File: config.mk
export PLATFORM = sky130hd
export DESIGN_NAME = lru_order_with_watermark_eviction
export DESIGN_NICKNAME = d
export VERILOG_FILES = /design/src/hw/rtl/lrow_pkg.sv /design/src/hw/rtl/lrow_cell.sv /design/src/hw/rtl/lru_order_with_watermark_eviction.sv
export SDC_FILE = /design/constraint.sdc
export NUM_CORES = 1
export LEC_CHECK = 0
export BUFFER_PORTS_ARGS = -buffer_cell sky130_fd_sc_hd__buf_2
export CORE_ASPECT_RATIO = 0.6
export CORE_UTILIZATION = 51
export DETAILED_ROUTE_END_ITERATION = 16
export GPL_TIMING_DRIVEN = 1
export HOLD_SLACK_MARGIN = 0.15
export PLACE_DENSITY = 0.68
export SLEW_MARGIN = 40
export SYNTH_ARGS = -nofsm -noshare
export SYNTH_HDL_FRONTEND = slang
export SYNTH_HIERARCHICAL = 1
export SYNTH_SLANG_ARGS = --single-unit
File: constraint.sdc
create_clock -name clk -period 5.6 [get_ports clk]
set_input_delay 0.56 -clock clk [delete_from_list [all_inputs] [get_ports clk]]
set_output_delay 0.56 -clock clk [all_outputs]
set_load 0.01 [all_outputs]
File: src/hw/rtl/lrow_pkg.sv
`timescale 1ns / 1ps
// ----------------------------------------------------------------------------
// lrow_pkg
// Shared widths, reset values, register indexes and the cell control bundle
// for the recency chain with watermark eviction.
// ----------------------------------------------------------------------------
package lrow_pkg;

  localparam int ID_W        = 6;
  localparam int LVL_W       = 7;
  localparam int CFG_IDX_W   = 2;
  localparam int ID_SPACE    = 1 << ID_W;
  localparam int ENTRIES_DEF = 64;

  localparam logic [LVL_W-1:0] ACTIVATE_RST = 7'd48;
  localparam logic [LVL_W-1:0] CLEAN_RST    = 7'd32;

  localparam logic [CFG_IDX_W-1:0] REG_ACTIVATE = 2'd0;
  localparam logic [CFG_IDX_W-1:0] REG_CLEAN    = 2'd1;

  typedef struct packed {
    logic            upd;
    logic            evict;
    logic [ID_W-1:0] key;
  } lrow_ctl_t;

endpackage

File: src/hw/rtl/lrow_cell.sv
`timescale 1ns / 1ps
// ----------------------------------------------------------------------------
// lrow_cell
// One slot of the recency chain. Holds an entry number and a valid bit,
// takes its newer neighbor's contents on an update shift and drops out of
// the chain when it is the oldest valid slot during an eviction step.
// ----------------------------------------------------------------------------
module lrow_cell (
  input  logic                    clk,
  input  logic                    rst_n,
  input  lrow_pkg::lrow_ctl_t     ctl,
  input  logic                    prev_valid,
  input  logic [lrow_pkg::ID_W-1:0] prev_id,
  input  logic                    above,
  input  logic                    next_valid,
  output logic                    valid,
  output logic [lrow_pkg::ID_W-1:0] id,
  output logic                    hit,
  output logic                    oldest
);
  import lrow_pkg::*;

  logic            valid_r;
  logic [ID_W-1:0] id_r;

  assign valid  = valid_r;
  assign id     = id_r;
  assign hit    = valid_r && (id_r == ctl.key);
  assign oldest = valid_r && !next_valid;

  always_ff @(posedge clk) begin
    if (!rst_n) begin
      valid_r <= 1'b0;
    end else if (ctl.upd && !above) begin
      valid_r <= prev_valid;
    end else if (ctl.evict && oldest) begin
      valid_r <= 1'b0;
    end
  end

  always_ff @(posedge clk) begin
    if (ctl.upd && !above) begin
      id_r <= prev_id;
    end
  end

endmodule

File: src/hw/rtl/lru_order_with_watermark_eviction.sv
`timescale 1ns / 1ps
// ----------------------------------------------------------------------------
// lru_order_with_watermark_eviction
// Recency order kept in a row of cells, newest at cell 0. An access shifts the
// cells in front of the hit (or all of them on a miss) one place older and
// puts the entry at cell 0. After a miss that raises the count above both the
// activate and the clean level, the oldest cell is evicted one beat per cycle,
// unless the output stalls, until the count is at most the clean level or zero.
// Order: an access is accepted in S_IDLE and applied in the next cycle, in
//   S_UPDATE; eviction beats are then removed in S_EVICT and registered onto
//   the output.
// Throughput: no new access is taken until the update and all its evictions
//   are done; a single shift per update, one oldest-cell removal per cycle.
// Reset: clears every cell valid bit, the count and the state, no sweep;
//   levels return to 48 and 32.
// ----------------------------------------------------------------------------
module lru_order_with_watermark_eviction #(
  parameter int ENTRIES = lrow_pkg::ENTRIES_DEF
) (
  input  logic                         clk,
  input  logic                         rst_n,
  input  logic                         cfg_we,
  input  logic [lrow_pkg::CFG_IDX_W-1:0] cfg_index,
  input  logic [lrow_pkg::LVL_W-1:0]   cfg_wdata,
  input  logic                         in_valid,
  output logic                         in_stall,
  input  logic [lrow_pkg::ID_W-1:0]    in_entry_id,
  output logic                         out_valid,
  input  logic                         out_stall,
  output logic [lrow_pkg::ID_W-1:0]    out_evicted_id,
  output logic                         out_last_eviction
);
  import lrow_pkg::*;

  localparam int CELLS = (ENTRIES < ID_SPACE) ? ENTRIES : ID_SPACE;
  localparam int CNT_W = $clog2(CELLS + 1);

  typedef enum logic [1:0] {
    S_IDLE,
    S_UPDATE,
    S_EVICT
  } state_t;

  state_t           state_r;
  logic [ID_W-1:0]  key_r;
  logic [CNT_W-1:0] count_r;
  logic [LVL_W-1:0] act_r;
  logic [LVL_W-1:0] clean_r;
  logic             out_valid_r;
  logic [ID_W-1:0]  out_id_r;
  logic             out_last_r;

  lrow_ctl_t        ctl;
  logic             cell_valid  [CELLS];
  logic [ID_W-1:0]  cell_id     [CELLS];
  logic             cell_hit    [CELLS];
  logic             cell_oldest [CELLS];
  logic             cell_above  [CELLS];

  logic             any_hit;
  logic [ID_W-1:0]  oldest_id;
  logic [CNT_W-1:0] cnt_inc;
  logic [CNT_W-1:0] cnt_dec;
  logic             evict_step;
  logic             evict_last;
  logic             in_accept;

  assign in_stall  = (state_r != S_IDLE);
  assign in_accept = in_valid && !in_stall;
  assign out_valid         = out_valid_r;
  assign out_evicted_id    = out_id_r;
  assign out_last_eviction = out_last_r;

  assign evict_step = (state_r == S_EVICT) && (!out_valid_r || !out_stall);
  assign cnt_inc    = count_r + CNT_W'(1);
  assign cnt_dec    = count_r - CNT_W'(1);
  assign evict_last = !((LVL_W'(cnt_dec) > clean_r) && (cnt_dec != '0));

  assign ctl.upd   = (state_r == S_UPDATE);
  assign ctl.evict = evict_step;
  assign ctl.key   = key_r;

  // hits ahead of each cell stop its shift
  always_comb begin
    any_hit   = 1'b0;
    oldest_id = '0;
    for (int i = 0; i < CELLS; i++) begin
      cell_above[i] = any_hit;
      any_hit       = any_hit | cell_hit[i];
      oldest_id     = oldest_id | (cell_oldest[i] ? cell_id[i] : '0);
    end
  end

  for (genvar g = 0; g < CELLS; g++) begin : g_cell
    logic            pv;
    logic [ID_W-1:0] pid;
    logic            nv;
    if (g == 0) begin : g_head
      assign pv  = 1'b1;
      assign pid = key_r;
    end else begin : g_body
      assign pv  = cell_valid[g-1];
      assign pid = cell_id[g-1];
    end
    if (g == CELLS - 1) begin : g_tail
      assign nv = 1'b0;
    end else begin : g_inner
      assign nv = cell_valid[g+1];
    end
    lrow_cell u_cell (
      .clk        (clk),
      .rst_n      (rst_n),
      .ctl        (ctl),
      .prev_valid (pv),
      .prev_id    (pid),
      .above      (cell_above[g]),
      .next_valid (nv),
      .valid      (cell_valid[g]),
      .id         (cell_id[g]),
      .hit        (cell_hit[g]),
      .oldest     (cell_oldest[g])
    );
  end

  always_ff @(posedge clk) begin
    if (!rst_n) begin
      act_r   <= ACTIVATE_RST;
      clean_r <= CLEAN_RST;
    end else if (cfg_we) begin
      case (cfg_index)
        REG_ACTIVATE: act_r   <= cfg_wdata;
        REG_CLEAN:    clean_r <= cfg_wdata;
        default:      ;
      endcase
    end
  end

  always_ff @(posedge clk) begin
    if (!rst_n) begin
      state_r     <= S_IDLE;
      count_r     <= '0;
      out_valid_r <= 1'b0;
    end else begin
      if (evict_step) begin
        out_valid_r <= 1'b1;
      end else if (out_valid_r && !out_stall) begin
        out_valid_r <= 1'b0;
      end
      case (state_r)
        S_IDLE: begin
          if (in_accept && (32'(in_entry_id) < ENTRIES)) begin
            state_r <= S_UPDATE;
          end
        end
        S_UPDATE: begin
          if (any_hit) begin
            state_r <= S_IDLE;
          end else begin
            count_r <= cnt_inc;
            if ((LVL_W'(cnt_inc) > act_r) && (LVL_W'(cnt_inc) > clean_r)) begin
              state_r <= S_EVICT;
            end else begin
              state_r <= S_IDLE;
            end
          end
        end
        S_EVICT: begin
          if (evict_step) begin
            count_r <= cnt_dec;
            if (evict_last) begin
              state_r <= S_IDLE;
            end
          end
        end
        default: state_r <= S_IDLE;
      endcase
    end
  end

  always_ff @(posedge clk) begin
    if (in_accept) begin
      key_r <= in_entry_id;
    end
    if (evict_step) begin
      out_id_r   <= oldest_id;
      out_last_r <= evict_last;
    end
  end

endmodule

# Word-level counts from Yosys, hierarchy flattened

Index checks and enable logic that the tools add are counted.
W data, S select, Z words.

Register bits after elaboration: 485
Output and inout bits: 9
Input bits: 20

Bitwise logic cells: 126
Muxes and demuxes: 203
Reduce and logical (&&, ||, !) cells: 464
Equality and inequality tests: 71
Add/subtract/negate cells: 2
Magnitude comparators: 3

Operator list:

| operator              | count |
|---|---|
| $eq A6 B6 Y1          | 64 |
| $mux W6               | 64 |
| $or A6 B6 Y6          | 63 |
| $logic_and A1 B1 Y1   | 259 |
| $reduce_bool A2 Y1    | 67 |
| $logic_not A1 Y1      | 130 |
| $mux W1               | 130 |
| $or A1 B1 Y1          | 63 |
| $gt A7 B7 Y1          | 3 |
| $mux W7               | 2 |
| $pmux W7 S2           | 1 |
| $mux W2               | 5 |
| $ne A2 B2 Y1 const B  | 4 |
| $add A7 B1 Y7 const B | 1 |
| $reduce_bool A7 Y1    | 1 |
| $sub A7 B1 Y7 const B | 1 |
| $pmux W2 S3           | 1 |
| $reduce_and A3 Y1     | 2 |
| $eq A2 B1 Y1 const B  | 2 |
| $logic_not A2 Y1      | 2 |
| $reduce_and A2 Y1     | 2 |
| $eq A2 B2 Y1 const B  | 1 |
| $logic_or A1 B1 Y1    | 1 |

# Depth between registers and ports, before layout

Depth after elaboration: 67
Gate-level depth with buffers: 13

# Cells and area by module

Netlist, hierarchy kept.

Modules (own cells, without submodules):

| module                            | cells each | times used | area each (um^2) |
|---|---|---|---|
| lrow_cell                         | 21         | 64         | 316.6 |
| lru_order_with_watermark_eviction | 552        | 1          | 4630.7 |

# Least setup slack after synthesis

OpenSTA, ideal clock, no wires.

Path type: flip-flop to flip-flop
From: reg key_r[2] (netlist: g_cell[0].pid[2])
To: reg g_cell[21].u_cell.valid_r
Arrival time: 4.759 ns
Stages on the path, launching flop included: 13
Path slack: 0.722 ns
Clock period less this slack: 4.878 ns
Path buffers: 0
Path through: edfxtp_1 -> xnor2_1 -> nand4_1 -> nor4_2 -> nor4_4 -> nand3_4 -> or2_4 -> or3_4 -> or3_4 -> or2_1 -> nor2b_4 -> nand3b_1 -> a21boi_1

RTL lines:

| item                   | RTL line                                 | RTL |
|---|---|---|
| start, declared        | lru_order_with_watermark_eviction.sv:45  | `logic [ID_W-1:0] key_r;` |
| start signal, assigned | lru_order_with_watermark_eviction.sv:182 | `key_r <= in_entry_id;` |
| end signal, assigned   | lrow_cell.sv:35                          | `valid_r <= prev_valid;` |
| end, declared          | lrow_cell.sv:23                          | `logic valid_r;` |

==> flow_summary.json <==
{
  "outcome": "complete, no violations",
  "dp_cells": 2591,
  "gp_congestion": 1.11,
  "rows": 62,
  "p_sw_share_pct": 25.3,
  "grt_pass1_vias": 17200,
  "grt_max_degree": 66,
  "grtUsageMet1_pct": 65.5,
  "cp_max_fo": 65,
  "cts_tree": "built",
  "io_pins": 29,
  "initial_utilization_pct": 51.8,
  "htreeDepth": 2,
  "hold_class": "input pin to flip-flop",
  "max_stage_delay_ns": 0.79,
  "cts.sinks": 485,
  "fmax_ghz": 0.212,
  "antenna_left": 0,
  "seq_area_frac_synth_pct": 55.0,
  "place_hpwl_um": 78600,
  "top_usage_layer": "met1",
  "met2_usage_pct": 52.7,
  "tns_ns": 0,
  "powerDensity_nw_per_um2": 288,
  "fill_cells": 3934,
  "coreArea_um2": 48000,
  "end_kind": "flip-flop",
  "max_cap_violations": 0,
  "timing.final.crit_share_pct": 84.0,
  "vdd_drop_max_uv": 224,
  "cts_hold_buf": 6,
  "wl_um": 103000,
  "ys_seq_elements": 485,
  "fin_area_um2": 27800,
  "synth_top_flop_cell": "edfxtp_1",
  "worst-endpoint-required_ns": 5.86,
  "finalWorstSetupSlack_ns": 0.894,
  "clkPwrFrac_pct": 39.7,
  "port_buffers": 28,
  "place_ws_ns": 1.19,
  "die_h_um": 173,
  "path_buf_inv": 2,
  "numCtsBuffers": 48,
  "synth_cell_types": 60,
  "finalCriticalPeriod_ns": 4.71,
  "viasPerCell": 6.96,
  "antenna_found_initial": 5,
  "setup_viol_count_final": 0,
  "yosysWarningCount": 6,
  "p_leak_uw": 0.00935,
  "placed_area_um2": 26200,
  "grtUsageMet3_pct": 15.8,
  "cts_root_buffer": "clkbuf_16",
  "num-nets-final": 2052,
  "hold_viol_final": 0,
  "area_growth_pct": 11.6,
  "stdcell_count": 2690,
  "gr-total-overflow": 0,
  "synth_area_leader_cell": "edfxtp_1",
  "combPwrFrac_pct": 7.3,
  "ctsResizeCount": 0,
  "wire_per_inst_um": 38.5,
  "synth-edff-count": 397,
  "relSlewSlack_pct": 36.4,
  "path_clk_slew_ns": 0.06,
  "cts_setup_buffers": 0,
  "avgSynthCellArea_um2": 13.1,
  "seq_area_um2": 13700,
  "crit_type": "flip-flop to flip-flop",
  "synth_area_um2": 24900,
  "insertion_delay_ns": 0.59,
  "crit_slowest_cell": "nor4_1",
  "synthCells": 1896,
  "vias": 18700,
  "cp_data_arrival_time_ns": 4.96,
  "internal_power_uw": 5980,
  "drive_above_1_share_pct": 15.1,
  "grt_usage_pct": 41.5,
  "rsz0062_at_grt": "false",
  "pwr-share-seq_pct": 53.0,
  "synth-async-reset-ratio_pct": 0,
  "synth_top_area_share_pct": 47.9,
  "multi_input_area_um2": 11100,
  "die_w_um": 287,
  "final_common_cell": "edfxtp_1",
  "route.detailed.drc": 0,
  "grt_pass1_wl_um": 142000,
  "initialDrtViolationCount": 3413,
  "most-common-layout-cells": "edfxtp_1 (397), xor2_1 (198), xnor2_1 (197)",
  "worstMarginPinSlew_ns": 0.952,
  "clock_path_buffers": 3,
  "start_kind": "flip-flop",
  "drv_slew": 0,
  "drt_pass1_iterations": 8,
  "switchingPower_uw": 2020,
  "worstPathCellList": "buf_12 -> xnor2_1 -> nand4_1 -> nor4_2 -> nor4_1 -> nand4b_1 -> and4bb_2 -> and2_1 -> inv_2 -> or3_1 -> or2_1 -> nor2b_4",
  "critPathTopFamily": "simple AND/OR/NAND/NOR gates",
  "skew_ns": 0.0276,
  "synth_area_leaders": "edfxtp_1 (48%), dfxtp_1 (7.1%), xor2_1 (7.0%)",
  "dieArea_um2": 49700
}
## state kept, by name (all words and copies together) (netlist names)
signal	count
act_r	7
state_r	2
count_r	7
out_valid	1
clean_r	7
g_cell.pid	6
out_evicted_id	6
out_last_eviction	1
g_cell.u_cell/id	384
g_cell.u_cell/valid	64
## cell usage after synthesis (2+ instances only)
cell type  instances
a211o_1            3
a211oi_1           2
a21boi_1          64
a21oi_1           13
a221oi_1          96
a22o_1            96
and2_1             2
and3_1             4
buf_2              2
clkbuf_1           7
conb_1             2
dfxtp_1           88
edfxtp_1         397
ha_1              23
inv_1             24
mux2i_1           10
nand2_1           85
nand2b_1          73
nand3_1           12
nand3b_1          67
nand4_1           95
nand4b_1           4
nor2_1            35
nor2b_1           67
nor2b_4           64
nor3_1            11
nor3b_1            2
nor4_1             6
nor4_2            65
nor4_4             2
o211ai_1           3
o21a_1             2
o21ai_0           11
o22ai_1            2
or2_1              2
or2_2             13
or2b_1             2
or3_1             19
or3_4              2
or4_1              6
xnor2_1          197
xor2_1           198
## stage by stage
step | total power (µW) | hold slack (ns) | util (%)
after floorplan | 4600 | 0.453 | -
after global placement | 4850 | 0.478 | 54.5
after detailed placement | 4870 | 0.483 | 54.6
after CTS | 7960 | 0.219 | 57.8
after global routing | 8160 | 0.272 | 57.8
final | 8000 | 0.237 | 57.8
## layer usage
| layer | part of all wire (%) | vias to the layer above |
|---|---|---|
| li1 | - | 7501 |
| met1 | 44 | 9520 |
| met2 | 38 | 1528 |
| met3 | 16 | 172 |
| met4 | 2.5 | 4 |
| met5 | 0.022 | - |
## power groups by stage
stage	Clock (µW)	Combinational (µW)	Sequential [µW]
after floorplan	0	370	4230
after global placement	0	547	4310
after detailed placement	0	562	4300
after CTS	3160	568	4230
after global routing	3310	615	4240
final	3180	582	4240
## cells by family (layout without fill, tap and decap cells)
group	Yosys count	count (layout)	share of synthesized area [%]
compound gates	301	301	9.83
xor+xnor	395	395	13.9
fa+ha+maj	23	23	1.16
buf+inv	35	184	0.538
flops	485	485	55.0
mux	10	10	0.402
other cells	2	7	0.0302
simple gates	645	645	19.2
## path summary, 6_finish.rpt
kind	startpoint	endpoint	slack (ns)	depth (start not counted)
max reg2reg	g_cell[0].pid[2]	g_cell[62].u_cell/id[4]	0.89	12
min reg2reg	g_cell[17].u_cell/id[1]	g_cell[18].u_cell/id[1]	0.50	0
min	cfg_wdata[5]	clean_r[5]	0.24	3
max	g_cell[0].pid[2]	g_cell[62].u_cell/id[4]	0.89	12
## worst register-to-register path, delay by kind of cell, from the launching register on
family / cells / cell delay [ns]
xor+xnor: 1 / 0.25
flops: 1 / 0.37
buf+inv: 2 / 0.56
simple gates: 9 / 3.18
## area by class of cell
type                    instances  area share, %
multi-input cells            1378           40.1
well taps                     640           2.88
clock buffers                  60           4.74
flip-flops and latches        485           49.3
inverters                      25          0.338
repair buffers                 71           1.98
clock inverters                28          0.626
diodes                          3         0.0270
(Power assumes the default switching activity.)
